$ cat src/rtl/core/pps_pkg.sv
// shared types and constants for the timer prescaler and period search
package pps_pkg;

    localparam int FREQ_W    = 32;
    localparam int VAL_W     = 16;
    localparam int RATIO_W   = 17;
    localparam int DIVISOR_W = 49;
    localparam int CNT_W     = 5;
    localparam int ADDR_W    = 3;
    localparam int DATA_W    = 32;

    localparam logic [FREQ_W-1:0] TIMER_CLOCK_RESET = 32'd72000000;
    localparam logic [CNT_W-1:0]  DIV_LAST_STEP     = 5'd31;
    localparam logic              REG_TIMER_CLOCK   = 1'b0;

    typedef enum logic [2:0] {
        S_IDLE,
        S_MUL1,
        S_DIV1,
        S_MUL2,
        S_DIV2,
        S_DONE
    } t_state;

    typedef struct packed {
        logic load;
        logic mul_first;
        logic mul_second;
        logic div_step;
    } t_dp_cmd;

    typedef struct packed {
        logic div_last;
    } t_dp_sts;

endpackage

$ cat src/rtl/core/pwm_prescaler_period_search.sv
// top level: timer prescaler and period search with register port and output register
//
// input channel: i_in_valid / o_in_stall carry one requested frequency per item
// output channel: o_out_valid / i_out_stall carry prescaler, period and found
// the timer clock register sits at byte address 0 of the register port
// each item runs from acceptance to a loaded result as one multiply and 32
// restoring divide steps for the divide ratio, one multiply and 32 steps for
// the period, then a load of the output register
// the single shared divider allows one item in flight at a time, accepted
// only while the controller is idle, after the last item has been loaded
// a finished result waits in the output register while the receiver stalls;
// the next item is still accepted and worked on, and it waits before its load
// until the output register is free
// reset clears the controller and output valid and sets the timer clock
// register to 72000000 hz; items are accepted from the first cycle after reset
module pwm_prescaler_period_search #(
    parameter int MAX_PRESCALE = 65535,
    parameter int PERIOD_LIMIT = 65535
) (
    input  logic                        i_clk,
    input  logic                        i_rst_n,
    input  logic                        psel,
    input  logic                        penable,
    input  logic                        pwrite,
    input  logic [pps_pkg::ADDR_W-1:0]  paddr,
    input  logic [pps_pkg::DATA_W-1:0]  pwdata,
    output logic [pps_pkg::DATA_W-1:0]  prdata,
    output logic                        pready,
    input  logic                        i_in_valid,
    output logic                        o_in_stall,
    input  logic [pps_pkg::FREQ_W-1:0]  i_target_freq,
    output logic                        o_out_valid,
    input  logic                        i_out_stall,
    output logic [pps_pkg::VAL_W-1:0]   o_prescale_value,
    output logic [pps_pkg::VAL_W-1:0]   o_period_value,
    output logic                        o_found
);
    import pps_pkg::*;

    logic [FREQ_W-1:0] r_timer_clock;
    logic              r_out_valid;
    logic [VAL_W-1:0]  r_prescale_value;
    logic [VAL_W-1:0]  r_period_value;
    logic              r_found;

    logic              w_reg_hit;
    logic              w_ready;
    logic              w_out_free;
    logic              w_out_load;
    t_dp_cmd           w_cmd;
    t_dp_sts           w_sts;
    logic [VAL_W-1:0]  w_prescale_value;
    logic [VAL_W-1:0]  w_period_value;
    logic              w_found;

    assign pready    = 1'b1;
    assign w_reg_hit = (paddr[ADDR_W-1] == REG_TIMER_CLOCK);
    assign prdata    = w_reg_hit ? r_timer_clock : '0;

    always_ff @(posedge i_clk) begin
        if (!i_rst_n) begin
            r_timer_clock <= TIMER_CLOCK_RESET;
        end else if (psel && penable && pwrite && pready && w_reg_hit) begin
            r_timer_clock <= pwdata;
        end
    end

    assign o_in_stall = !w_ready;
    assign w_out_free = !r_out_valid || !i_out_stall;

    pps_ctrl u_ctrl (
        .i_clk      (i_clk),
        .i_rst_n    (i_rst_n),
        .i_in_valid (i_in_valid),
        .i_out_free (w_out_free),
        .i_sts      (w_sts),
        .o_ready    (w_ready),
        .o_out_load (w_out_load),
        .o_cmd      (w_cmd)
    );

    pps_dpath #(
        .MAX_PRESCALE (MAX_PRESCALE),
        .PERIOD_LIMIT (PERIOD_LIMIT)
    ) u_dpath (
        .i_clk            (i_clk),
        .i_rst_n          (i_rst_n),
        .i_cmd            (w_cmd),
        .i_target_freq    (i_target_freq),
        .i_timer_clock    (r_timer_clock),
        .o_sts            (w_sts),
        .o_prescale_value (w_prescale_value),
        .o_period_value   (w_period_value),
        .o_found          (w_found)
    );

    always_ff @(posedge i_clk) begin
        if (!i_rst_n) begin
            r_out_valid <= 1'b0;
        end else begin
            if (w_out_load) begin
                r_out_valid <= 1'b1;
            end else if (!i_out_stall) begin
                r_out_valid <= 1'b0;
            end
        end
    end

    always_ff @(posedge i_clk) begin
        if (w_out_load) begin
            r_prescale_value <= w_prescale_value;
            r_period_value   <= w_period_value;
            r_found          <= w_found;
        end
    end

    assign o_out_valid      = r_out_valid;
    assign o_prescale_value = r_prescale_value;
    assign o_period_value   = r_period_value;
    assign o_found          = r_found;

endmodule

$ cat src/rtl/core/pps_dpath.sv
// datapath: multipliers, shared radix-2 divider and result fields
module pps_dpath #(
    parameter int MAX_PRESCALE = 65535,
    parameter int PERIOD_LIMIT = 65535
) (
    input  logic                         i_clk,
    input  logic                         i_rst_n,
    input  pps_pkg::t_dp_cmd             i_cmd,
    input  logic [pps_pkg::FREQ_W-1:0]   i_target_freq,
    input  logic [pps_pkg::FREQ_W-1:0]   i_timer_clock,
    output pps_pkg::t_dp_sts             o_sts,
    output logic [pps_pkg::VAL_W-1:0]    o_prescale_value,
    output logic [pps_pkg::VAL_W-1:0]    o_period_value,
    output logic                         o_found
);
    import pps_pkg::*;

    localparam logic [VAL_W-1:0]  PER_LIM = VAL_W'(PERIOD_LIMIT);
    localparam logic [FREQ_W-1:0] PSC_MAX = FREQ_W'(MAX_PRESCALE);

    logic [FREQ_W-1:0]    r_freq;
    logic [DIVISOR_W-1:0] r_div;
    logic [FREQ_W-1:0]    r_rem;
    logic [FREQ_W-1:0]    r_quo;
    logic [CNT_W-1:0]     r_cnt;
    logic [VAL_W-1:0]     r_presc;
    logic                 r_ok;

    logic [FREQ_W:0]             w_trial;
    logic                        w_fits;
    logic [RATIO_W-1:0]          w_ratio;
    logic [VAL_W+FREQ_W-1:0]     w_prod_first;
    logic [RATIO_W+FREQ_W-1:0]   w_prod_second;

    assign w_trial = {r_rem, r_quo[FREQ_W-1]};
    assign w_fits  = {{(DIVISOR_W-FREQ_W-1){1'b0}}, w_trial} >= r_div;
    assign w_ratio = {1'b0, r_quo[VAL_W-1:0]} + RATIO_W'(1);

    assign w_prod_first  = PER_LIM * r_freq;
    assign w_prod_second = w_ratio * r_freq;

    always_ff @(posedge i_clk) begin
        if (!i_rst_n) begin
            r_cnt <= '0;
            r_ok  <= 1'b0;
        end else begin
            if (i_cmd.load) begin
                r_freq <= i_target_freq;
            end
            if (i_cmd.mul_first) begin
                r_div <= {{(DIVISOR_W-VAL_W-FREQ_W){1'b0}}, w_prod_first};
                r_rem <= '0;
                r_quo <= i_timer_clock;
                r_cnt <= '0;
            end
            if (i_cmd.mul_second) begin
                r_ok    <= (r_quo <= PSC_MAX);
                r_presc <= r_quo[VAL_W-1:0];
                r_div   <= w_prod_second;
                r_rem   <= '0;
                r_quo   <= i_timer_clock;
                r_cnt   <= '0;
            end
            if (i_cmd.div_step) begin
                if (w_fits) begin
                    r_rem <= FREQ_W'(w_trial - r_div[FREQ_W:0]);
                end else begin
                    r_rem <= w_trial[FREQ_W-1:0];
                end
                r_quo <= {r_quo[FREQ_W-2:0], w_fits};
                r_cnt <= r_cnt + CNT_W'(1);
            end
        end
    end

    assign o_sts.div_last  = (r_cnt == DIV_LAST_STEP);
    assign o_found          = r_ok && (r_quo != '0);
    assign o_prescale_value = o_found ? r_presc : '0;
    assign o_period_value   = o_found ? r_quo[VAL_W-1:0] : '0;

endmodule

$ cat src/rtl/core/pps_ctrl.sv
// controller: sequences the two multiply and divide passes of one item
module pps_ctrl (
    input  logic             i_clk,
    input  logic             i_rst_n,
    input  logic             i_in_valid,
    input  logic             i_out_free,
    input  pps_pkg::t_dp_sts i_sts,
    output logic             o_ready,
    output logic             o_out_load,
    output pps_pkg::t_dp_cmd o_cmd
);
    import pps_pkg::*;

    t_state r_state;
    t_state n_state;

    always_ff @(posedge i_clk) begin
        if (!i_rst_n) begin
            r_state <= S_IDLE;
        end else begin
            r_state <= n_state;
        end
    end

    always_comb begin
        n_state = r_state;
        case (r_state)
            S_IDLE: begin
                if (i_in_valid) n_state = S_MUL1;
            end
            S_MUL1: n_state = S_DIV1;
            S_DIV1: begin
                if (i_sts.div_last) n_state = S_MUL2;
            end
            S_MUL2: n_state = S_DIV2;
            S_DIV2: begin
                if (i_sts.div_last) n_state = S_DONE;
            end
            S_DONE: begin
                if (i_out_free) n_state = S_IDLE;
            end
            default: n_state = S_IDLE;
        endcase
    end

    always_comb begin
        o_ready          = 1'b0;
        o_out_load       = 1'b0;
        o_cmd.load       = 1'b0;
        o_cmd.mul_first  = 1'b0;
        o_cmd.mul_second = 1'b0;
        o_cmd.div_step   = 1'b0;
        case (r_state)
            S_IDLE: begin
                o_ready    = 1'b1;
                o_cmd.load = i_in_valid;
            end
            S_MUL1: o_cmd.mul_first = 1'b1;
            S_DIV1: o_cmd.div_step = 1'b1;
            S_MUL2: o_cmd.mul_second = 1'b1;
            S_DIV2: o_cmd.div_step = 1'b1;
            S_DONE: o_out_load = i_out_free;
            default: o_ready = 1'b0;
        endcase
    end

endmodule
$ cat config.mk
export PLATFORM = sky130hd
export DESIGN_NAME = pwm_prescaler_period_search
export DESIGN_NICKNAME = d
export VERILOG_FILES = /design/src/rtl/core/pps_pkg.sv /design/src/rtl/core/pwm_prescaler_period_search.sv /design/src/rtl/core/pps_dpath.sv /design/src/rtl/core/pps_ctrl.sv
export SDC_FILE = /design/constraint.sdc
export NUM_CORES = 2
export LEC_CHECK = 0
export ABC_AREA = 1
export BUFFER_PORTS_ARGS = -buffer_cell sky130_fd_sc_hd__buf_2
export CELL_PAD_IN_SITES_DETAIL_PLACEMENT = 1
export CELL_PAD_IN_SITES_GLOBAL_PLACEMENT = 1
export CORE_MARGIN = 5
export CORE_UTILIZATION = 53
export DETAILED_ROUTE_END_ITERATION = 6
export PLACE_DENSITY = 0.95
export SYNTH_ARGS = -nofsm -noshare
export SYNTH_HDL_FRONTEND = slang
export SYNTH_SLANG_ARGS = --single-unit
$ cat constraint.sdc
create_clock -name i_clk -period 9.4 [get_ports i_clk]
set_clock_uncertainty 0.05 [all_clocks]
set_input_delay 1.88 -clock i_clk [delete_from_list [all_inputs] [get_ports i_clk]]
set_output_delay 1.88 -clock i_clk [all_outputs]
set_load 0.1 [all_outputs]
### After elaboration in Yosys (flattened, before gate mapping)

Cells that the tools add are included.

* bits in registers: 236
* bits of input ports: 74
* word-level logic and storage cells: 76

* add/subtract/negate cells: 3
* $mul: 2
* order comparisons: 2
* equality and inequality tests: 11
* mux-type cells: 26
* bitwise gates (word level): 1
* reduce and logical (&&, ||, !) cells: 18

Operator list (number)
* 2-to-1 mux 32 bit: 8
* 2-to-1 mux 49 bit: 2
* greater-or-equal comparator 33 x 49 -> 1 bit: 1
* multiplier 17 x 32 -> 49 bit: 1
* multiplier 16 x 32 -> 48 bit (first input constant): 1
* <= comparator 32 x 16 -> 1 bit (second input constant): 1
* nonzero test 32 bit: 1
* subtractor 32 bit: 1
* one-hot mux 3 bit (6 select lines): 1
* adder 16 x 1 -> 17 bit (second input constant): 1
* 2-to-1 mux 5 bit: 3
* 2-to-1 mux 3 bit: 4
* 2-to-1 mux 1 bit: 8
* inequality test 2 x 1 -> 1 bit (second input constant): 4
* AND reduction 2 bit: 4
* equality test 3 x 2 -> 1 bit (second input constant): 2
* equality test 3 bit (second input constant): 2
* adder 5 x 1 -> 5 bit (second input constant): 1
* equality test 5 bit (second input constant): 1
* logical AND 1 bit: 4
* AND reduction 4 bit: 1
* equality test 3 x 1 -> 1 bit (second input constant): 1
* logical NOT 1 bit: 3
* logical NOT 3 bit: 1
* other kinds (6): 6

### Longest topological paths before layout

* word-level depth: 5
* gate-level depth with buffers: 37
* mapped depth without buffers: 36

### Hierarchy

A second synthesis with hierarchy kept.

* cell total of the unflattened synthesis: 5566
* area, all modules: 42045.3 sq um

By module, submodules not included
* pps_dpath: times used 1, cells each 5220, area an instance 39158.8 sq um
* pwm_prescaler_period_search: times used 1, cells each 305, area an instance 2653.8 sq um
* pps_ctrl: times used 1, cells each 41, area an instance 232.7 sq um

### Worst setup path after synthesis

OpenSTA, ideal clock, no wires.

* kind: reg-to-reg
* start: register u_dpath.r_quo[0]
* end: register u_dpath.r_div[47] (data pin)
* setup time: 0.254 ns
* arrival: 6.124 ns
* required time: 9.096 ns
* setup slack: 2.972 ns
* stages on the path, launching flop included: 34
* buffers on the path: 2
* clock period less this slack: 6.428 ns
* path through: edfxtp_1 > ha_1 > nand2_1 > nor2_1 > nand2_1 > nor2_1 > nand2_1 > o21ai_0 > nand2_1 > inv_1 > buf_4 > buf_2 > nand2_1 > fa_1 > inv_1 > fa_1 > fa_1 > fa_1 > fa_1 > inv_1 > fa_1 > inv_1 > ha_1 > nand2_1 > nor2_1 > inv_1 > nor2_1 > nand2_1 > nor2_1 > nand2_1 > nand3_1 > nand2_1 > nand3_1 > nand2_1

* cells in the longest elaborated chain, start to end: 3

RTL lines
* start, declared: line pps_dpath.sv:24 `logic [FREQ_W-1:0] r_quo;`
* start signal, assigned: line pps_dpath.sv:53 `r_quo <= i_timer_clock;`
* start signal, assigned: line pps_dpath.sv:61 `r_quo <= i_timer_clock;`
* start signal, assigned: line pps_dpath.sv:70 `r_quo <= {r_quo[FREQ_W-2:0], w_fits};`
* adder 16 x 1 -> 17 bit: line pps_dpath.sv:37 `assign w_ratio = {1'b0, r_quo[VAL_W-1:0]} + RATIO_W'(1);`
* multiplier 17 x 32 -> 49 bit: line pps_dpath.sv:40 `assign w_prod_second = w_ratio * r_freq;`
* 2-to-1 mux 49 bit: line pps_dpath.sv:56 `if (i_cmd.mul_second) begin`
* end signal, assigned: line pps_dpath.sv:51 `r_div <= {{(DIVISOR_W-VAL_W-FREQ_W){1'b0}}, w_prod_first};`
* end signal, assigned: line pps_dpath.sv:59 `r_div <= w_prod_second;`
* end, declared: line pps_dpath.sv:22 `logic [DIVISOR_W-1:0] r_div;`

Every way passes these cells.
A chain may end at the register's enable or synchronous reset.

### Final worst setup path

* start: register u_dpath.r_quo[0]
* end: register u_dpath.r_div[26] (data pin)

The elaborated chain is that of the path after synthesis.

==> run summary <==
status -> finished, violations left
failing checks -> design-rule violations
Setup CP Type -> reg2reg
reg2reg start -> u_dpath.r_quo[0]$_DFFE_PP_
Seq cells post-synth -> 236
CTS root buffer -> clkbuf_16
unrepaired setup endpoints after global routing -> false
Initial Util -> 0.534
Post-Syn Area -> 41300 um2
remaining antenna violation count -> 0
Layout area overhead -> 7.25%
synthesized-area fraction occupied by and/or/nand/nor cells -> 0.219
DR pass1 iterations -> 7
Syn Inst Count -> 5369
die width -> 289 um
worst-case reg-to-reg path depth -> 29
cts hold-fix bufs -> 0
Synth Net Count -> 6430
max-slew violations -> 0
per-cell routed wire length -> 25.0 um
clk buf depth -> 3
clk slew on worst S/H paths -> 0.08 ns
vias per std cell -> 5.79
Peak Freq -> 111 MHz
compound-cell area share of the yosys netlist -> 0.0407
CTS tree -> done
DRC viols -> 1
core box area -> 77300 um2
synth warn -> 0
post-synth top area share -> 0.348
slew margin rel. -> 0.139
slowest stage delay, CP -> 0.71 ns
DR vias -> 37800
cts bufs inserted -> 30
Routed WL -> 163 mm
Initial DRC Count -> 3515
hold path cells -> 2
xor and xnor area share after synthesis -> 0.00657
vias in the first global route -> 42200
layout cells sized above 1 -> 0.0544
CTS resizes -> 0
Worst Setup SP -> u_dpath.r_quo[0]$_DFFE_PP_
postcts setup bufs -> 0
Worst Path Buf+Inv -> 5
R2R Setup Slk -> 0.43 ns
first-pass GRT wire length -> 244 mm
final net count -> 6530
CTS H-tree depth -> 1
# setup viols final -> 0
Critical Path Fanout Max -> 13
Clock Latency Late Sink -> 0.62 ns
Yosys top cell by area -> fa_1
Post-Synth Adder-Cell Area -> 0.429
most used cell, CP -> nand2_1
Worst Path Required -> 9.67 ns
Synth area leaders -> fa_1 (35%), edfxtp_1 (14%), inv_1 (13%)
Worst setup SP type -> flop
most frequent cells in the layout -> inv_1 (1413), nand2_1 (1372), fa_1 (719)
MaxCap Viol Count -> 0
setup_tns -> 0 ns
Critical Path Sink -> u_dpath.r_div[26]$_DFFE_PP_
CTS Sinks -> 236
fin crit period -> 8.97 ns
Slowest-stage cell, CP -> edfxtp_1
Final Hold Viols -> 0
delay-heaviest family, CP -> adder cells
FP Rows -> 102
register area share after synthesis -> 0.161
gpl congestion -> 0.965
Syn Area/Cell -> 7.70 um2
Die Footprint -> 83700 um2
multiplexer share of the synthesized area -> 0
R2R Path End -> u_dpath.r_div[26]$_DFFE_PP_
largest family of logic cells by synthesized area -> adder cells
grt total ovfl -> 0
Boundary Pins -> 142
pin count of the biggest net entering global routing -> 99
Tcrit/Tclk final -> 0.954
WP data arrival -> 9.24 ns
Final HPWL DP -> 131 mm
initial antenna violation count -> 4
critical path depth -> 29
Worst Hold Class -> reg2reg
actual slew at the worst max-slew pin -> 1.29 ns
Setup crit end kind -> flop
most common cell after layout, fill and taps aside -> inv_1
library cells used by synthesis -> 44
All-Layer GR Usage -> 0.384
height of the chip -> 289 um
IO Port Bufs -> 138
-- tightest hold or removal path: cells and delay by family, from the launching register on --
family | cells | cell delay, ns
AOI/OAI and AO/OA | 1 | 0.06
buffers and inverters | 1 | 0.08
DFF | 1 | 0.32
-- cells in the mapped netlist, drive strengths merged --
master and count:
a21boi 2, a21o 4, a21oi 145, a31oi 4
and2 12, and3 1, buf 35, clkbuf 94
clkinv 6, conb 1, dfxtp 42, edfxtp 194
fa 719, ha 268, inv 1424, nand2 1388
nand3 242, nand3b 17, nand4 27, nor2 506
nor3 18, nor4 18, o211ai 7, o21a 5
o21ai 125, o21bai 19, o22a 1, o2bb2ai 1
or2 13, xnor2 7, xor2 24
-- metrics by stage --
stage / util / instances / setup WS, ns / instance area (um2) / hold WS, ns
6_report: 0.573 / 6539 / 0.428 / 44300 / 0.467
5_1_grt: 0.573 / 6533 / 0.310 / 44300 / 0.491
4_1_cts: 0.573 / 6532 / 0.755 / 44300 / 0.454
3_5_place_dp: 0.559 / 6476 / 0.985 / 43300 / 0.429
3_3_place_gp: 0.559 / 6476 / 1.25 / 43300 / 0.403
2_1_floorplan: - / 5369 / 2.97 / 41300 / 0.394
-- area by class of cell --
class / count / area (um2)
antenna: 6 / 15.0
clock buffer: 40 / 840
clock inverter: 16 / 195
fill: 9764 / 33000
inverter: 1430 / 5370
multi-input combinational: 3574 / 28800
sequential: 236 / 6670
tap: 1040 / 1300
timing repair buffer: 197 / 1150
-- worst min-delay path by stage --
stage                                               from                             end  slack [ns]
after global placement     u_dpath.r_cnt[4]$_SDFFE_PN0N_   u_dpath.r_cnt[4]$_SDFFE_PN0N_        0.40
after detailed placement   r_timer_clock[0]$_SDFFE_PN0P_   r_timer_clock[0]$_SDFFE_PN0P_        0.43
after floorplan            u_dpath.r_cnt[4]$_SDFFE_PN0N_   u_dpath.r_cnt[4]$_SDFFE_PN0N_        0.39
after global routing      r_timer_clock[23]$_SDFFE_PN0P_  r_timer_clock[23]$_SDFFE_PN0P_        0.49
after CTS                  r_timer_clock[0]$_SDFFE_PN0P_   r_timer_clock[0]$_SDFFE_PN0P_        0.45
final                      r_timer_clock[0]$_SDFFE_PN0P_   r_timer_clock[0]$_SDFFE_PN0P_        0.47
-- routing by layer --
metal  vias to the layer above  part of all wire  wire length [um]  global-route usage
met4                         8             0.081             13200               0.241
met1                     18700              0.36             58600               0.459
li1                      16000                 -                 -                   -
met2                      2295              0.47             76100               0.633
met5                         -           0.00028                46                   0
met3                       832             0.095             15500              0.0854
-- registers in the layout, indices dropped and copies added (netlist names) --
| signal | flops |
|---|---|
| o_found | 1 |
| o_out_valid | 1 |
| o_period_value | 16 |
| o_prescale_value | 16 |
| r_timer_clock | 32 |
| u_ctrl.r_state | 3 |
| u_dpath.r_cnt | 5 |
| u_dpath.r_div | 49 |
| u_dpath.r_freq | 32 |
| u_dpath.r_ok | 1 |
| u_dpath.r_presc | 16 |
| u_dpath.r_quo | 32 |
| u_dpath.r_rem | 32 |
-- kinds of logic after synthesis --
logic type                 Yosys count
and+or+nand+nor                   2242
buffers and inverters             1559
adders and majority gates          987
AOI/OAI and AO/OA                  313
DFF                                236
xor gates and xnor gates            31
other                                1
Power is left out: the tool's default activity adds up to more than one toggle a clock period on the data nets, which glitch-free logic cannot reach.
